### src/rtl/core/pdtc_pkg.sv
`timescale 1ns / 1ps

package pdtc_pkg;

   // Defaults for the top-level parameters
   localparam int TIME_WIDTH_DEF     = 48;
   localparam int CATCH_UP_LIMIT_DEF = 8;

   // Counter clock and time base
   localparam int unsigned CLOCK_HZ     = 33868800;
   localparam int unsigned US_PER_S     = 1000000;
   localparam int unsigned FULL_TARGET  = 32'h10000;
   localparam int unsigned SLOW_DIVIDER = 8;

   // period = target * divider * 625 / 21168 (ratio reduced by the common factor 1600)
   localparam int unsigned PERIOD_GCD = 1600;
   localparam int unsigned PERIOD_NUM = US_PER_S / PERIOD_GCD;
   localparam int unsigned PERIOD_DEN = CLOCK_HZ / PERIOD_GCD;

   // Field and datapath widths
   localparam int TARGET_W   = 16;
   localparam int TGT_EXT_W  = TARGET_W + 1;
   localparam int PERIOD_W   = 14;
   localparam int CALLS_W    = 5;
   localparam int SLOW_SHIFT = $clog2(SLOW_DIVIDER);
   localparam int PROD_W     = $clog2(FULL_TARGET * PERIOD_NUM + 1);
   localparam int DIV_W      = $clog2(FULL_TARGET * SLOW_DIVIDER * PERIOD_NUM + 1);

   // Reciprocal of the divisor: quotient = (dividend * RECIP_MUL) >> RECIP_SHIFT,
   // exact for every dividend below 2**DIV_W
   localparam int RECIP_SHIFT = DIV_W + $clog2(PERIOD_DEN);
   localparam int RECIP_W     = DIV_W + 1;
   localparam logic [RECIP_W-1:0] RECIP_MUL =
      RECIP_W'(((64'd1 << RECIP_SHIFT) + 64'(PERIOD_DEN) - 64'd1) / 64'(PERIOD_DEN));

   // Register port
   localparam int CSR_ADDR_W = 4;
   localparam int CSR_DATA_W = 32;

   typedef enum logic [1:0] {
      REG_RELOAD_TARGET     = 2'd0,
      REG_CLOCK_SELECT      = 2'd1,
      REG_TIMER_RUNNING     = 2'd2,
      REG_HANDLER_INSTALLED = 2'd3
   } reg_index_type;

   typedef enum logic [1:0] {
      OP_TICK   = 2'd0,
      OP_ENTER  = 2'd1,
      OP_EXIT   = 2'd2,
      OP_VBLANK = 2'd3
   } opcode_type;

   typedef enum logic [2:0] {
      ST_IDLE,
      ST_PLOAD,
      ST_DIV,
      ST_ARM,
      ST_LOOP,
      ST_RESYNC,
      ST_DONE
   } state_type;

   // Configuration handed from the register block to the sequencer
   typedef struct packed {
      logic [TARGET_W-1:0] reload_target;
      logic                clock_select;
      logic                timer_running;
      logic                handler_installed;
      logic                period_load;
   } cfg_type;

   // Dividend of the period computation: target * divider * PERIOD_NUM
   function automatic logic [DIV_W-1:0] period_dividend(input logic [TARGET_W-1:0] target,
                                                        input logic clk_sel);
      logic [TGT_EXT_W-1:0] t_ext;
      logic [PROD_W-1:0]    prod;
      t_ext = (target == '0) ? TGT_EXT_W'(FULL_TARGET) : {1'b0, target};
      prod  = PROD_W'(t_ext * PERIOD_NUM);
      return clk_sel ? DIV_W'(prod) : (DIV_W'(prod) << SLOW_SHIFT);
   endfunction

endpackage

### src/rtl/core/pdtc_if.sv
`timescale 1ns / 1ps

// Input channel
interface pdtc_req_if #(
   parameter int TIME_WIDTH = pdtc_pkg::TIME_WIDTH_DEF
);
   logic                   valid;
   logic                   ready;
   pdtc_pkg::opcode_type   opcode;
   logic [TIME_WIDTH-1:0]  now_us;

   modport source (output valid, opcode, now_us, input ready);
   modport sink   (input valid, opcode, now_us, output ready);
endinterface

// Result channel
interface pdtc_rsp_if;
   logic                          valid;
   logic                          ready;
   logic [pdtc_pkg::CALLS_W-1:0]  handler_calls;
   logic                          vblank_delivered;
   logic                          fresh_entry;

   modport source (output valid, handler_calls, vblank_delivered, fresh_entry, input ready);
   modport sink   (input valid, handler_calls, vblank_delivered, fresh_entry, output ready);
endinterface

### src/rtl/core/pdtc_alu.sv
`timescale 1ns / 1ps

// Shared unit: saturating add and unsigned compare
module pdtc_alu #(
   parameter int TIME_WIDTH = pdtc_pkg::TIME_WIDTH_DEF
) (
   input  logic [TIME_WIDTH-1:0] add_a,
   input  logic [TIME_WIDTH-1:0] add_b,
   input  logic [TIME_WIDTH-1:0] cmp_a,
   input  logic [TIME_WIDTH-1:0] cmp_b,
   output logic [TIME_WIDTH-1:0] sum_sat,
   output logic                  ge
);
   import pdtc_pkg::*;

   logic [TIME_WIDTH:0] sum_full;
   logic [TIME_WIDTH:0] diff_full;

   // add, clamp to all ones on carry out
   assign sum_full = {1'b0, add_a} + {1'b0, add_b};
   assign sum_sat  = sum_full[TIME_WIDTH] ? '1 : sum_full[TIME_WIDTH-1:0];

   // subtract, no borrow means a >= b
   assign diff_full = {1'b0, cmp_a} - {1'b0, cmp_b};
   assign ge        = ~diff_full[TIME_WIDTH];

endmodule

### src/rtl/core/pdtc_csr.sv
`timescale 1ns / 1ps

// Configuration registers behind the APB-style port
module pdtc_csr (
   input  logic                                clock,
   input  logic                                reset,
   input  logic                                csr_psel,
   input  logic                                csr_penable,
   input  logic                                csr_pwrite,
   input  logic [pdtc_pkg::CSR_ADDR_W-1:0]     csr_paddr,
   input  logic [pdtc_pkg::CSR_DATA_W-1:0]     csr_pwdata,
   output logic [pdtc_pkg::CSR_DATA_W-1:0]     csr_prdata,
   output logic                                csr_pready,
   output pdtc_pkg::cfg_type                   cfg
);
   import pdtc_pkg::*;

   logic [TARGET_W-1:0] reload_ff, reload_in;
   logic                clk_sel_ff, clk_sel_in;
   logic                running_ff, running_in;
   logic                installed_ff, installed_in;
   logic                wr_stb;
   reg_index_type       reg_idx;

   assign csr_pready = 1'b1;
   assign reg_idx    = reg_index_type'(csr_paddr[CSR_ADDR_W-1:2]);
   assign wr_stb     = csr_psel & csr_penable & csr_pwrite & csr_pready;

   // register write decode
   always_comb begin
      reload_in    = reload_ff;
      clk_sel_in   = clk_sel_ff;
      running_in   = running_ff;
      installed_in = installed_ff;
      if (wr_stb) begin
         case (reg_idx)
            REG_RELOAD_TARGET:     reload_in    = csr_pwdata[TARGET_W-1:0];
            REG_CLOCK_SELECT:      clk_sel_in   = csr_pwdata[0];
            REG_TIMER_RUNNING:     running_in   = csr_pwdata[0];
            REG_HANDLER_INSTALLED: installed_in = csr_pwdata[0];
            default: ;
         endcase
      end
   end

   always_ff @(posedge clock) begin
      if (reset) begin
         reload_ff    <= '0;
         clk_sel_ff   <= 1'b0;
         running_ff   <= 1'b0;
         installed_ff <= 1'b0;
      end else begin
         reload_ff    <= reload_in;
         clk_sel_ff   <= clk_sel_in;
         running_ff   <= running_in;
         installed_ff <= installed_in;
      end
   end

   // read mux
   always_comb begin
      case (reg_idx)
         REG_RELOAD_TARGET:     csr_prdata = CSR_DATA_W'(reload_ff);
         REG_CLOCK_SELECT:      csr_prdata = CSR_DATA_W'(clk_sel_ff);
         REG_TIMER_RUNNING:     csr_prdata = CSR_DATA_W'(running_ff);
         REG_HANDLER_INSTALLED: csr_prdata = CSR_DATA_W'(installed_ff);
         default:               csr_prdata = '0;
      endcase
   end

   // a write to target or clock select restarts the period computation
   assign cfg.reload_target     = reload_ff;
   assign cfg.clock_select      = clk_sel_ff;
   assign cfg.timer_running     = running_ff;
   assign cfg.handler_installed = installed_ff;
   assign cfg.period_load       = wr_stb &
                                  ((reg_idx == REG_RELOAD_TARGET) ||
                                   (reg_idx == REG_CLOCK_SELECT));

endmodule

### src/rtl/core/pdtc_seq.sv
`timescale 1ns / 1ps

// Sequencer: event handling, period computation and deadline catch-up on the shared unit
module pdtc_seq #(
   parameter int TIME_WIDTH     = pdtc_pkg::TIME_WIDTH_DEF,
   parameter int CATCH_UP_LIMIT = pdtc_pkg::CATCH_UP_LIMIT_DEF
) (
   input  logic                  clock,
   input  logic                  reset,
   input  pdtc_pkg::cfg_type     cfg,
   pdtc_req_if.sink              req_chan,
   pdtc_rsp_if.source            rsp_chan,
   output logic [TIME_WIDTH-1:0] alu_add_a,
   output logic [TIME_WIDTH-1:0] alu_add_b,
   output logic [TIME_WIDTH-1:0] alu_cmp_a,
   output logic [TIME_WIDTH-1:0] alu_cmp_b,
   input  logic [TIME_WIDTH-1:0] alu_sum,
   input  logic                  alu_ge
);
   import pdtc_pkg::*;

   localparam int CNT_W    = $clog2(CATCH_UP_LIMIT + 1);
   localparam int RPROD_W  = DIV_W + RECIP_W;
   localparam logic [CNT_W-1:0] CALL_MAX = CNT_W'(CATCH_UP_LIMIT);

   state_type              state_ff, state_in;
   logic [PERIOD_W-1:0]    period_ff, period_in;
   logic [TIME_WIDTH-1:0]  deadline_ff, deadline_in;
   logic                   armed_ff, armed_in;
   logic                   in_crit_ff, in_crit_in;
   logic                   tick_pend_ff, tick_pend_in;
   logic                   vb_pend_ff, vb_pend_in;
   logic [TIME_WIDTH-1:0]  last_time_ff, last_time_in;
   logic [TIME_WIDTH-1:0]  work_time_ff, work_time_in;
   logic [CNT_W-1:0]       calls_ff, calls_in;
   logic                   vb_res_ff, vb_res_in;
   logic                   en_res_ff, en_res_in;
   logic [DIV_W-1:0]       dividend_ff, dividend_in;
   logic                   rsp_valid_ff, rsp_valid_in;
   logic [CALLS_W-1:0]     rsp_calls_ff, rsp_calls_in;
   logic                   rsp_vb_ff, rsp_vb_in;
   logic                   rsp_en_ff, rsp_en_in;

   logic                   req_xfer;
   logic                   serviceable;
   logic                   out_free;
   logic                   more_calls;
   logic [RPROD_W-1:0]     recip_prod;

   assign req_chan.ready = (state_ff == ST_IDLE);
   assign req_xfer       = req_chan.valid & req_chan.ready;
   assign serviceable    = cfg.timer_running & cfg.handler_installed & (period_ff != '0);
   assign out_free       = ~rsp_valid_ff | rsp_chan.ready;
   assign more_calls     = alu_ge & (calls_ff < CALL_MAX);

   // period = dividend / PERIOD_DEN by reciprocal multiplication
   assign recip_prod = RPROD_W'(dividend_ff) * RPROD_W'(RECIP_MUL);

   // shared unit operand select
   assign alu_cmp_a = work_time_ff;
   assign alu_cmp_b = deadline_ff;
   assign alu_add_a = ((state_ff == ST_ARM) || (state_ff == ST_RESYNC)) ?
                      work_time_ff : deadline_ff;
   assign alu_add_b = TIME_WIDTH'(period_ff);

   // next state
   always_comb begin
      state_in = state_ff;
      case (state_ff)
         ST_IDLE: begin
            if (req_xfer) begin
               state_in = ST_DONE;
               case (req_chan.opcode)
                  OP_TICK: begin
                     if (!in_crit_ff && serviceable)
                        state_in = armed_ff ? ST_LOOP : ST_ARM;
                  end
                  OP_EXIT: begin
                     if (tick_pend_ff && serviceable)
                        state_in = armed_ff ? ST_LOOP : ST_ARM;
                  end
                  default: ;
               endcase
            end
         end
         ST_PLOAD:  state_in = ST_DIV;
         ST_DIV:    state_in = ST_IDLE;
         ST_ARM:    state_in = ST_LOOP;
         ST_LOOP: begin
            if (!more_calls)
               state_in = alu_ge ? ST_RESYNC : ST_DONE;
         end
         ST_RESYNC: state_in = ST_DONE;
         ST_DONE:   if (out_free) state_in = ST_IDLE;
         default:   state_in = ST_IDLE;
      endcase
      if (cfg.period_load)
         state_in = ST_PLOAD;
   end

   // datapath updates per state
   always_comb begin
      period_in    = period_ff;
      deadline_in  = deadline_ff;
      armed_in     = armed_ff;
      in_crit_in   = in_crit_ff;
      tick_pend_in = tick_pend_ff;
      vb_pend_in   = vb_pend_ff;
      last_time_in = last_time_ff;
      work_time_in = work_time_ff;
      calls_in     = calls_ff;
      vb_res_in    = vb_res_ff;
      en_res_in    = en_res_ff;
      dividend_in  = dividend_ff;
      rsp_valid_in = rsp_valid_ff & ~rsp_chan.ready;
      rsp_calls_in = rsp_calls_ff;
      rsp_vb_in    = rsp_vb_ff;
      rsp_en_in    = rsp_en_ff;
      case (state_ff)
         ST_IDLE: begin
            if (req_xfer) begin
               calls_in  = '0;
               vb_res_in = 1'b0;
               en_res_in = 1'b0;
               case (req_chan.opcode)
                  OP_TICK: begin
                     last_time_in = req_chan.now_us;
                     work_time_in = req_chan.now_us;
                     if (in_crit_ff)
                        tick_pend_in = 1'b1;
                  end
                  OP_ENTER: begin
                     en_res_in  = ~in_crit_ff;
                     in_crit_in = 1'b1;
                  end
                  OP_EXIT: begin
                     in_crit_in   = 1'b0;
                     vb_res_in    = vb_pend_ff;
                     vb_pend_in   = 1'b0;
                     tick_pend_in = 1'b0;
                     work_time_in = last_time_ff;
                  end
                  OP_VBLANK: begin
                     if (in_crit_ff)
                        vb_pend_in = 1'b1;
                     else
                        vb_res_in = 1'b1;
                  end
                  default: ;
               endcase
            end
         end
         ST_PLOAD: dividend_in = period_dividend(cfg.reload_target, cfg.clock_select);
         // quotient sits above the reciprocal shift
         ST_DIV:   period_in = recip_prod[RECIP_SHIFT +: PERIOD_W];
         ST_ARM: begin
            deadline_in = alu_sum;
            armed_in    = 1'b1;
         end
         // one passed deadline per cycle
         ST_LOOP: begin
            if (more_calls) begin
               deadline_in = alu_sum;
               calls_in    = calls_ff + 1'b1;
            end
         end
         // still behind after the limit: next deadline one period after the sample
         ST_RESYNC: deadline_in = alu_sum;
         ST_DONE: begin
            if (out_free) begin
               rsp_valid_in = 1'b1;
               rsp_calls_in = CALLS_W'(calls_ff);
               rsp_vb_in    = vb_res_ff;
               rsp_en_in    = en_res_ff;
            end
         end
         default: ;
      endcase
      // new period disarms the deadline
      if (cfg.period_load) begin
         armed_in    = 1'b0;
         deadline_in = '0;
      end
   end

   always_ff @(posedge clock) begin
      if (reset) begin
         state_ff     <= ST_IDLE;
         period_ff    <= '0;
         deadline_ff  <= '0;
         armed_ff     <= 1'b0;
         in_crit_ff   <= 1'b0;
         tick_pend_ff <= 1'b0;
         vb_pend_ff   <= 1'b0;
         last_time_ff <= '0;
         rsp_valid_ff <= 1'b0;
      end else begin
         state_ff     <= state_in;
         period_ff    <= period_in;
         deadline_ff  <= deadline_in;
         armed_ff     <= armed_in;
         in_crit_ff   <= in_crit_in;
         tick_pend_ff <= tick_pend_in;
         vb_pend_ff   <= vb_pend_in;
         last_time_ff <= last_time_in;
         rsp_valid_ff <= rsp_valid_in;
      end
   end

   // work and result payload, no reset
   always_ff @(posedge clock) begin
      work_time_ff <= work_time_in;
      calls_ff     <= calls_in;
      vb_res_ff    <= vb_res_in;
      en_res_ff    <= en_res_in;
      dividend_ff  <= dividend_in;
      rsp_calls_ff <= rsp_calls_in;
      rsp_vb_ff    <= rsp_vb_in;
      rsp_en_ff    <= rsp_en_in;
   end

   assign rsp_chan.valid            = rsp_valid_ff;
   assign rsp_chan.handler_calls    = rsp_calls_ff;
   assign rsp_chan.vblank_delivered = rsp_vb_ff;
   assign rsp_chan.fresh_entry      = rsp_en_ff;

endmodule

### src/rtl/core/periodic_deadline_timer_catch_up.sv
`timescale 1ns / 1ps
// Critical-section, vblank and deferred ticks go straight from the transfer to the result;
//   a serviced tick passes ARM (if unarmed), LOOP for each call and a final compare, RESYNC
//   (if behind at the limit), then the result; one deadline step per cycle on the shared adder.
// Throughput: one item at a time; input ready returns when the result is registered.
// Writing reload_target or clock_select runs the period computation (PLOAD, DIV), not ready.
// Reset: synchronous, active high; clears registers, timer state and the result valid.

module periodic_deadline_timer_catch_up #(
   parameter int TIME_WIDTH     = pdtc_pkg::TIME_WIDTH_DEF,
   parameter int CATCH_UP_LIMIT = pdtc_pkg::CATCH_UP_LIMIT_DEF
) (
   input  logic                             clock,
   input  logic                             reset,
   pdtc_req_if.sink                         req_chan,
   pdtc_rsp_if.source                       rsp_chan,
   input  logic                             csr_psel,
   input  logic                             csr_penable,
   input  logic                             csr_pwrite,
   input  logic [pdtc_pkg::CSR_ADDR_W-1:0]  csr_paddr,
   input  logic [pdtc_pkg::CSR_DATA_W-1:0]  csr_pwdata,
   output logic [pdtc_pkg::CSR_DATA_W-1:0]  csr_prdata,
   output logic                             csr_pready
);
   import pdtc_pkg::*;

   cfg_type                cfg;
   logic [TIME_WIDTH-1:0]  alu_add_a;
   logic [TIME_WIDTH-1:0]  alu_add_b;
   logic [TIME_WIDTH-1:0]  alu_cmp_a;
   logic [TIME_WIDTH-1:0]  alu_cmp_b;
   logic [TIME_WIDTH-1:0]  alu_sum;
   logic                   alu_ge;

   pdtc_csr u_csr (
      .clock       (clock),
      .reset       (reset),
      .csr_psel    (csr_psel),
      .csr_penable (csr_penable),
      .csr_pwrite  (csr_pwrite),
      .csr_paddr   (csr_paddr),
      .csr_pwdata  (csr_pwdata),
      .csr_prdata  (csr_prdata),
      .csr_pready  (csr_pready),
      .cfg         (cfg)
   );

   pdtc_alu #(
      .TIME_WIDTH (TIME_WIDTH)
   ) u_alu (
      .add_a   (alu_add_a),
      .add_b   (alu_add_b),
      .cmp_a   (alu_cmp_a),
      .cmp_b   (alu_cmp_b),
      .sum_sat (alu_sum),
      .ge      (alu_ge)
   );

   pdtc_seq #(
      .TIME_WIDTH     (TIME_WIDTH),
      .CATCH_UP_LIMIT (CATCH_UP_LIMIT)
   ) u_seq (
      .clock     (clock),
      .reset     (reset),
      .cfg       (cfg),
      .req_chan  (req_chan),
      .rsp_chan  (rsp_chan),
      .alu_add_a (alu_add_a),
      .alu_add_b (alu_add_b),
      .alu_cmp_a (alu_cmp_a),
      .alu_cmp_b (alu_cmp_b),
      .alu_sum   (alu_sum),
      .alu_ge    (alu_ge)
   );

   // an item never fires the handler more than the catch-up limit
   a_calls_bounded: assert property (@(posedge clock) disable iff (reset)
      rsp_chan.valid |-> (rsp_chan.handler_calls <= CATCH_UP_LIMIT))
      else $error("handler_calls above catch-up limit");

   // enter-critical results carry nothing else
   a_enter_exclusive: assert property (@(posedge clock) disable iff (reset)
      (rsp_chan.valid && rsp_chan.fresh_entry) |->
      ((rsp_chan.handler_calls == '0) && !rsp_chan.vblank_delivered))
      else $error("fresh_entry together with calls or vblank");

   // the block is busy in the cycle after an input transfer
   a_busy_after_xfer: assert property (@(posedge clock) disable iff (reset)
      (req_chan.valid && req_chan.ready) |=> !req_chan.ready)
      else $error("input ready right after a transfer");

endmodule

### src/flat_wrapper.sv
// flat-port wrapper written by rule: the top's interface ports become plain ports
module periodic_deadline_timer_catch_up_flat import pdtc_pkg::*;
#(
   parameter int TIME_WIDTH     = pdtc_pkg::TIME_WIDTH_DEF,
   parameter int CATCH_UP_LIMIT = pdtc_pkg::CATCH_UP_LIMIT_DEF
)
  (clock, reset, csr_psel, csr_penable, csr_pwrite, csr_paddr, csr_pwdata, csr_prdata, csr_pready, req_chan_valid, req_chan_opcode, req_chan_now_us, req_chan_ready, rsp_chan_valid, rsp_chan_handler_calls, rsp_chan_vblank_delivered, rsp_chan_fresh_entry, rsp_chan_ready);
  pdtc_req_if #(.TIME_WIDTH(TIME_WIDTH)) req_chan_i ();
  pdtc_rsp_if rsp_chan_i ();
  input  logic clock;
  input  logic reset;
  input  logic csr_psel;
  input  logic csr_penable;
  input  logic csr_pwrite;
  input  logic [pdtc_pkg::CSR_ADDR_W-1:0] csr_paddr;
  input  logic [pdtc_pkg::CSR_DATA_W-1:0] csr_pwdata;
  output logic [pdtc_pkg::CSR_DATA_W-1:0] csr_prdata;
  output logic csr_pready;
  input wire logic [$bits(req_chan_i.valid)-1:0] req_chan_valid;
  input wire logic [$bits(req_chan_i.opcode)-1:0] req_chan_opcode;
  input wire logic [$bits(req_chan_i.now_us)-1:0] req_chan_now_us;
  output wire logic [$bits(req_chan_i.ready)-1:0] req_chan_ready;
  output wire logic [$bits(rsp_chan_i.valid)-1:0] rsp_chan_valid;
  output wire logic [$bits(rsp_chan_i.handler_calls)-1:0] rsp_chan_handler_calls;
  output wire logic [$bits(rsp_chan_i.vblank_delivered)-1:0] rsp_chan_vblank_delivered;
  output wire logic [$bits(rsp_chan_i.fresh_entry)-1:0] rsp_chan_fresh_entry;
  input wire logic [$bits(rsp_chan_i.ready)-1:0] rsp_chan_ready;
  assign req_chan_i.valid = req_chan_valid;
  assign req_chan_i.opcode = req_chan_opcode;
  assign req_chan_i.now_us = req_chan_now_us;
  assign req_chan_ready = req_chan_i.ready;
  assign rsp_chan_valid = rsp_chan_i.valid;
  assign rsp_chan_handler_calls = rsp_chan_i.handler_calls;
  assign rsp_chan_vblank_delivered = rsp_chan_i.vblank_delivered;
  assign rsp_chan_fresh_entry = rsp_chan_i.fresh_entry;
  assign rsp_chan_i.ready = rsp_chan_ready;
  periodic_deadline_timer_catch_up #(.TIME_WIDTH(TIME_WIDTH), .CATCH_UP_LIMIT(CATCH_UP_LIMIT)) u_core (.clock(clock), .reset(reset), .req_chan(req_chan_i), .rsp_chan(rsp_chan_i), .csr_psel(csr_psel), .csr_penable(csr_penable), .csr_pwrite(csr_pwrite), .csr_paddr(csr_paddr), .csr_pwdata(csr_pwdata), .csr_prdata(csr_prdata), .csr_pready(csr_pready));
endmodule
### config.mk
export PLATFORM = sky130hd
export DESIGN_NAME = periodic_deadline_timer_catch_up_flat
export DESIGN_NICKNAME = d
export VERILOG_FILES = /design/src/rtl/core/pdtc_pkg.sv /design/src/rtl/core/pdtc_if.sv /design/src/rtl/core/pdtc_alu.sv /design/src/rtl/core/pdtc_csr.sv /design/src/rtl/core/pdtc_seq.sv /design/src/rtl/core/periodic_deadline_timer_catch_up.sv /design/src/flat_wrapper.sv
export SDC_FILE = /design/constraint.sdc
export NUM_CORES = 2
export LEC_CHECK = 0
export BUFFER_PORTS_ARGS = -buffer_cell sky130_fd_sc_hd__buf_2
export CAP_MARGIN = 20
export CORE_ASPECT_RATIO = 1.4
export CORE_MARGIN = 2
export CORE_UTILIZATION = 60
export DETAILED_ROUTE_END_ITERATION = 12
export PLACE_DENSITY = 0.78
export SYNTH_ARGS = -nofsm -noshare
export SYNTH_HDL_FRONTEND = slang
export SYNTH_SLANG_ARGS = --single-unit
### constraint.sdc
create_clock -name clock -period 17.8 [get_ports clock]
set_input_delay 2.67 -clock clock [delete_from_list [all_inputs] [get_ports clock]]
set_output_delay 2.67 -clock clock [all_outputs]
set_load 0.005 [all_outputs]
==> impl_metrics.toml <==
[route]
drt-initial-drc-count = 1208
post_drt_wl_per_cell_um = 19.01
wirelength_um = 70970
viasPerCell = 5.778
drt_pass1_iterations = 8
vias = 21569
drc = 0
ant_nets = 0

[synth]
syn_area_um2 = 28600
synthFlopType = "dfxtp_1"
ys_seq_elements = 226
synthArstFlopShare = 0
seq_area_frac_synth = 0.1894
synth_warnings = 0
netlist_instances = 3036
avgSynthCellArea_um2 = 9.419
synth_top_area_cell = "ha_1"
synth_area_leaders = "ha_1 23%, fa_1 22%, dfxtp_1 9.6%, edfxtp_1 9.3%, inv_1 8.7%"
synth_edf_count = 89
synth.top_cell.area_share = 0.2306
yosysUniqueCellTypes = 81

[power_and_ir_drop]
p_comb_frac = 0.666
total_power_w = 0.003448
p_sw_frac = 0.4697
leakage_nw = 15.12
pwr-share-clk = 0.139
p_sw_w = 0.001619
power.density_nw_per_um2 = 113.5
p_int_w = 0.001828
p_seq_frac = 0.194
ir_worst_vdd_v = 0.0001682

[cells_and_area]
multi_input_comb_area_um2 = 20290
num-fill-cells = 3778
mostFrequentLayoutCell = "inv_1"
syn_to_final_growth_pct = 6.235
most-common-layout-cells = "662 x inv_1, 526 x ha_1, 311 x fa_1, 245 x nand2_1, 180 x a21oi_1"
seq_area_um2 = 5415
nets = 4026
drive_above_1_share = 0.08749
antenna_cells = 0

[floorplan]
start_util = 0.6079
die_h_um = 262.3
fp.dieW_um = 188.5
rows = 94
ios = 135
coreArea_um2 = 47050
dieArea_um2 = 49450

[setup_path]
critPathLaunchType = "flop"
r2r_end = "u_core.u_seq.period_ff[12]"
cpMaxStageDelayCell = "a211oi_1"
rr_startpoint = "u_core.u_seq.dividend_ff[23]"
crit_arrival_ns = 9.34
r2r_cells = 23
crit_path_max_incr_delay_ns = 1.01
worstPathCellList = "fa_1, fa_1, fa_1, fa_1, inv_1, fa_1, inv_1, fa_1, fa_1, inv_1, fa_1, inv_1, ha_1, and3_1, and2_1, nand4_1, a211oi_1, nor2_1, o2111ai_1, nand4_1, a31oi_1, o21ai_0, a32o_1"
cp_max_fo = 9
reg2reg_slack_ns = 8.87
endpoint_kind = "flop"
crit_top_cell = "fa_1"
worstSetupPathType = "flop to flop"
crit_required_ns = 18.21

[cts]
cts_sinks = 226
cts_max_level = 1
postCtsSetupBuffers = 0
cts_buffers = 21
postCtsResizedCells = 0
cts_hold_buf = 0
cts_buffer_depth = 3
cts_tree = "built"
cts.clk_slew.worst_paths_ns = 0.08
cts_root_buffer = "clkbuf_16"
clock_latency_ns = 0.53

[global_route]
grt_max_degree = 79
grt_pass1_vias = 23288
overflow = 0
track_usage = 0.2906
grt_first_pass_wirelength_um = 115300
antenna_found_initial = 1

[place]
dpl.hpwl_um = 58650
numPortBuffers = 98
globalplace.congestion = 1.038

[sta]
fin_crit_ns = 8.930
max_freq_ghz = 0.1120
worst_pin_slew_ns = 1.109
fin_hold_ws_ns = 0.4380
timing.final.max_slew_violations = 0
max-slew-margin-rel = 0.2561
rsz0062_at_grt = "false"
period_share = 0.5017
hold_viol = 0
fin_worst_skew_ns = 0.01570
fin_setup_tns_ns = 0
setup-violations-final = 0

[job]
drv_cap = 0

[run_status]
status = "complete, no violations"

[worst_hold_path]
hold_path.class = "flop to flop"
holdCritStartpoint = "u_core.u_seq.en_res_ff"
hold_path_depth = 0
hold_end = "u_core.u_seq.rsp_chan.fresh_entry"
-- sequential cells by signal (all words and copies together) (netlist names) --
name,count
u_core.u_seq.calls_ff,4
u_core.u_seq.vb_pend_ff,1
u_core.u_seq.rsp_chan.valid,1
u_core.u_seq.rsp_chan.vblank_delivered,1
u_core.u_seq.in_crit_ff,1
u_core.u_csr.installed_ff,1
u_core.u_seq.dividend_ff,29
u_core.u_seq.en_res_ff,1
u_core.u_csr.clk_sel_ff,1
u_core.u_seq.rsp_chan.handler_calls,4
u_core.u_seq.last_time_ff,48
u_core.u_seq.state_ff,3
u_core.u_csr.running_ff,1
u_core.u_seq.alu_cmp_a,48
u_core.u_seq.alu_cmp_b,48
u_core.u_csr.reload_ff,16
u_core.u_seq.tick_pend_ff,1
u_core.u_seq.period_ff,14
u_core.u_seq.vb_res_ff,1
u_core.u_seq.armed_ff,1
u_core.u_seq.rsp_chan.fresh_entry,1
-- power by group through the flow --
stage	clock network [W]	registers [W]	logic (W)
after detailed placement	0	0.000678	0.00227
final	0.000480	0.000670	0.00230
after global routing	0.000502	0.000675	0.00259
after global placement	0	0.000676	0.00219
after floorplan	0	0.000652	0.00166
after CTS	0.000486	0.000667	0.00230
-- kinds of logic after synthesis --
family,after synthesis,synth area share
buf+inv,765,0.1054
other cells,2,0.0002626
mux,66,0.02603
flops,226,0.1894
compound gates,500,0.1143
xor+xnor,85,0.02603
fa+ha+maj,838,0.4483
simple gates,554,0.09035
-- routing by layer --
| metal | wire (µm) | track usage | up-vias |
|---|---|---|---|
| met2 | 37320 | 0.5425 | 654 |
| met4 | 5394 | 0.1858 | 2 |
| met5 | 13 | 0 | - |
| li1 | - | - | 10123 |
| met1 | 25320 | 0.3105 | 10532 |
| met3 | 2919 | 0.02724 | 258 |
-- through the flow --
stage | setup WS [ns] | utilization | cell area, µm² | instances
after floorplan | 10.92 | - | 28670 | 3054
after global routing | 8.798 | 0.6458 | 30380 | 3733
final | 8.870 | 0.6458 | 30380 | 3733
after CTS | 9.044 | 0.6446 | 30330 | 3730
after detailed placement | 9.089 | 0.6295 | 29610 | 3693
after global placement | 9.168 | 0.6290 | 29590 | 3692
-- critical path, delay by kind of cell (launching register included) --
| family | cells | cell delay [ns] |
|---|---|---|
| flip-flops | 1 | 0.64 |
| buffers and inverters | 4 | 0.23 |
| AO/OA/AOI/OAI | 5 | 2.17 |
| AND/OR/NAND/NOR | 5 | 1.19 |
| adder cells (fa/ha/maj) | 9 | 4.58 |
-- how the worst max path moves through the flow --
stage,start,to,slack (ns),cells after the start
global route,u_core.u_seq.dividend_ff[23],u_core.u_seq.period_ff[12],8.80,23
detailed placement,u_core.u_seq.dividend_ff[23],u_core.u_seq.period_ff[12],9.09,23
finish,u_core.u_seq.dividend_ff[23],u_core.u_seq.period_ff[12],8.87,23
CTS,u_core.u_seq.dividend_ff[23],u_core.u_seq.period_ff[12],9.04,23
global placement,u_core.u_seq.dividend_ff[23],u_core.u_seq.period_ff[12],9.17,23
floorplan,u_core.u_seq.dividend_ff[23],u_core.u_seq.period_ff[3],10.92,23
-- synthesized netlist by cell type, types with 20 or more instances --
cell type and count:
xnor2_1 49, ha_1 527, nor3_1 37, nor2_1 102
nand4_1 38, a31oi_2 20, dfxtp_1 137, buf_4 22
a31oi_1 37, xor2_1 36, mux2_2 53, o21ai_0 71
inv_1 662, nand2_1 245, fa_1 311, a21o_1 50
o31ai_1 52, nand3_1 39, a21oi_1 180, edfxtp_1 89
clkbuf_1 52
-- layout make-up --
cell class / instances / area share
Clock buffer: 22 / 0.01742
Clock inverter: 15 / 0.006054
Inverter: 665 / 0.08216
Multi-Input combinational cell: 2063 / 0.6679
Sequential cell: 226 / 0.1782
Tap cell: 624 / 0.02570
Timing Repair Buffer: 118 / 0.02253
Note: power is estimated with default switching activity, not from simulation.
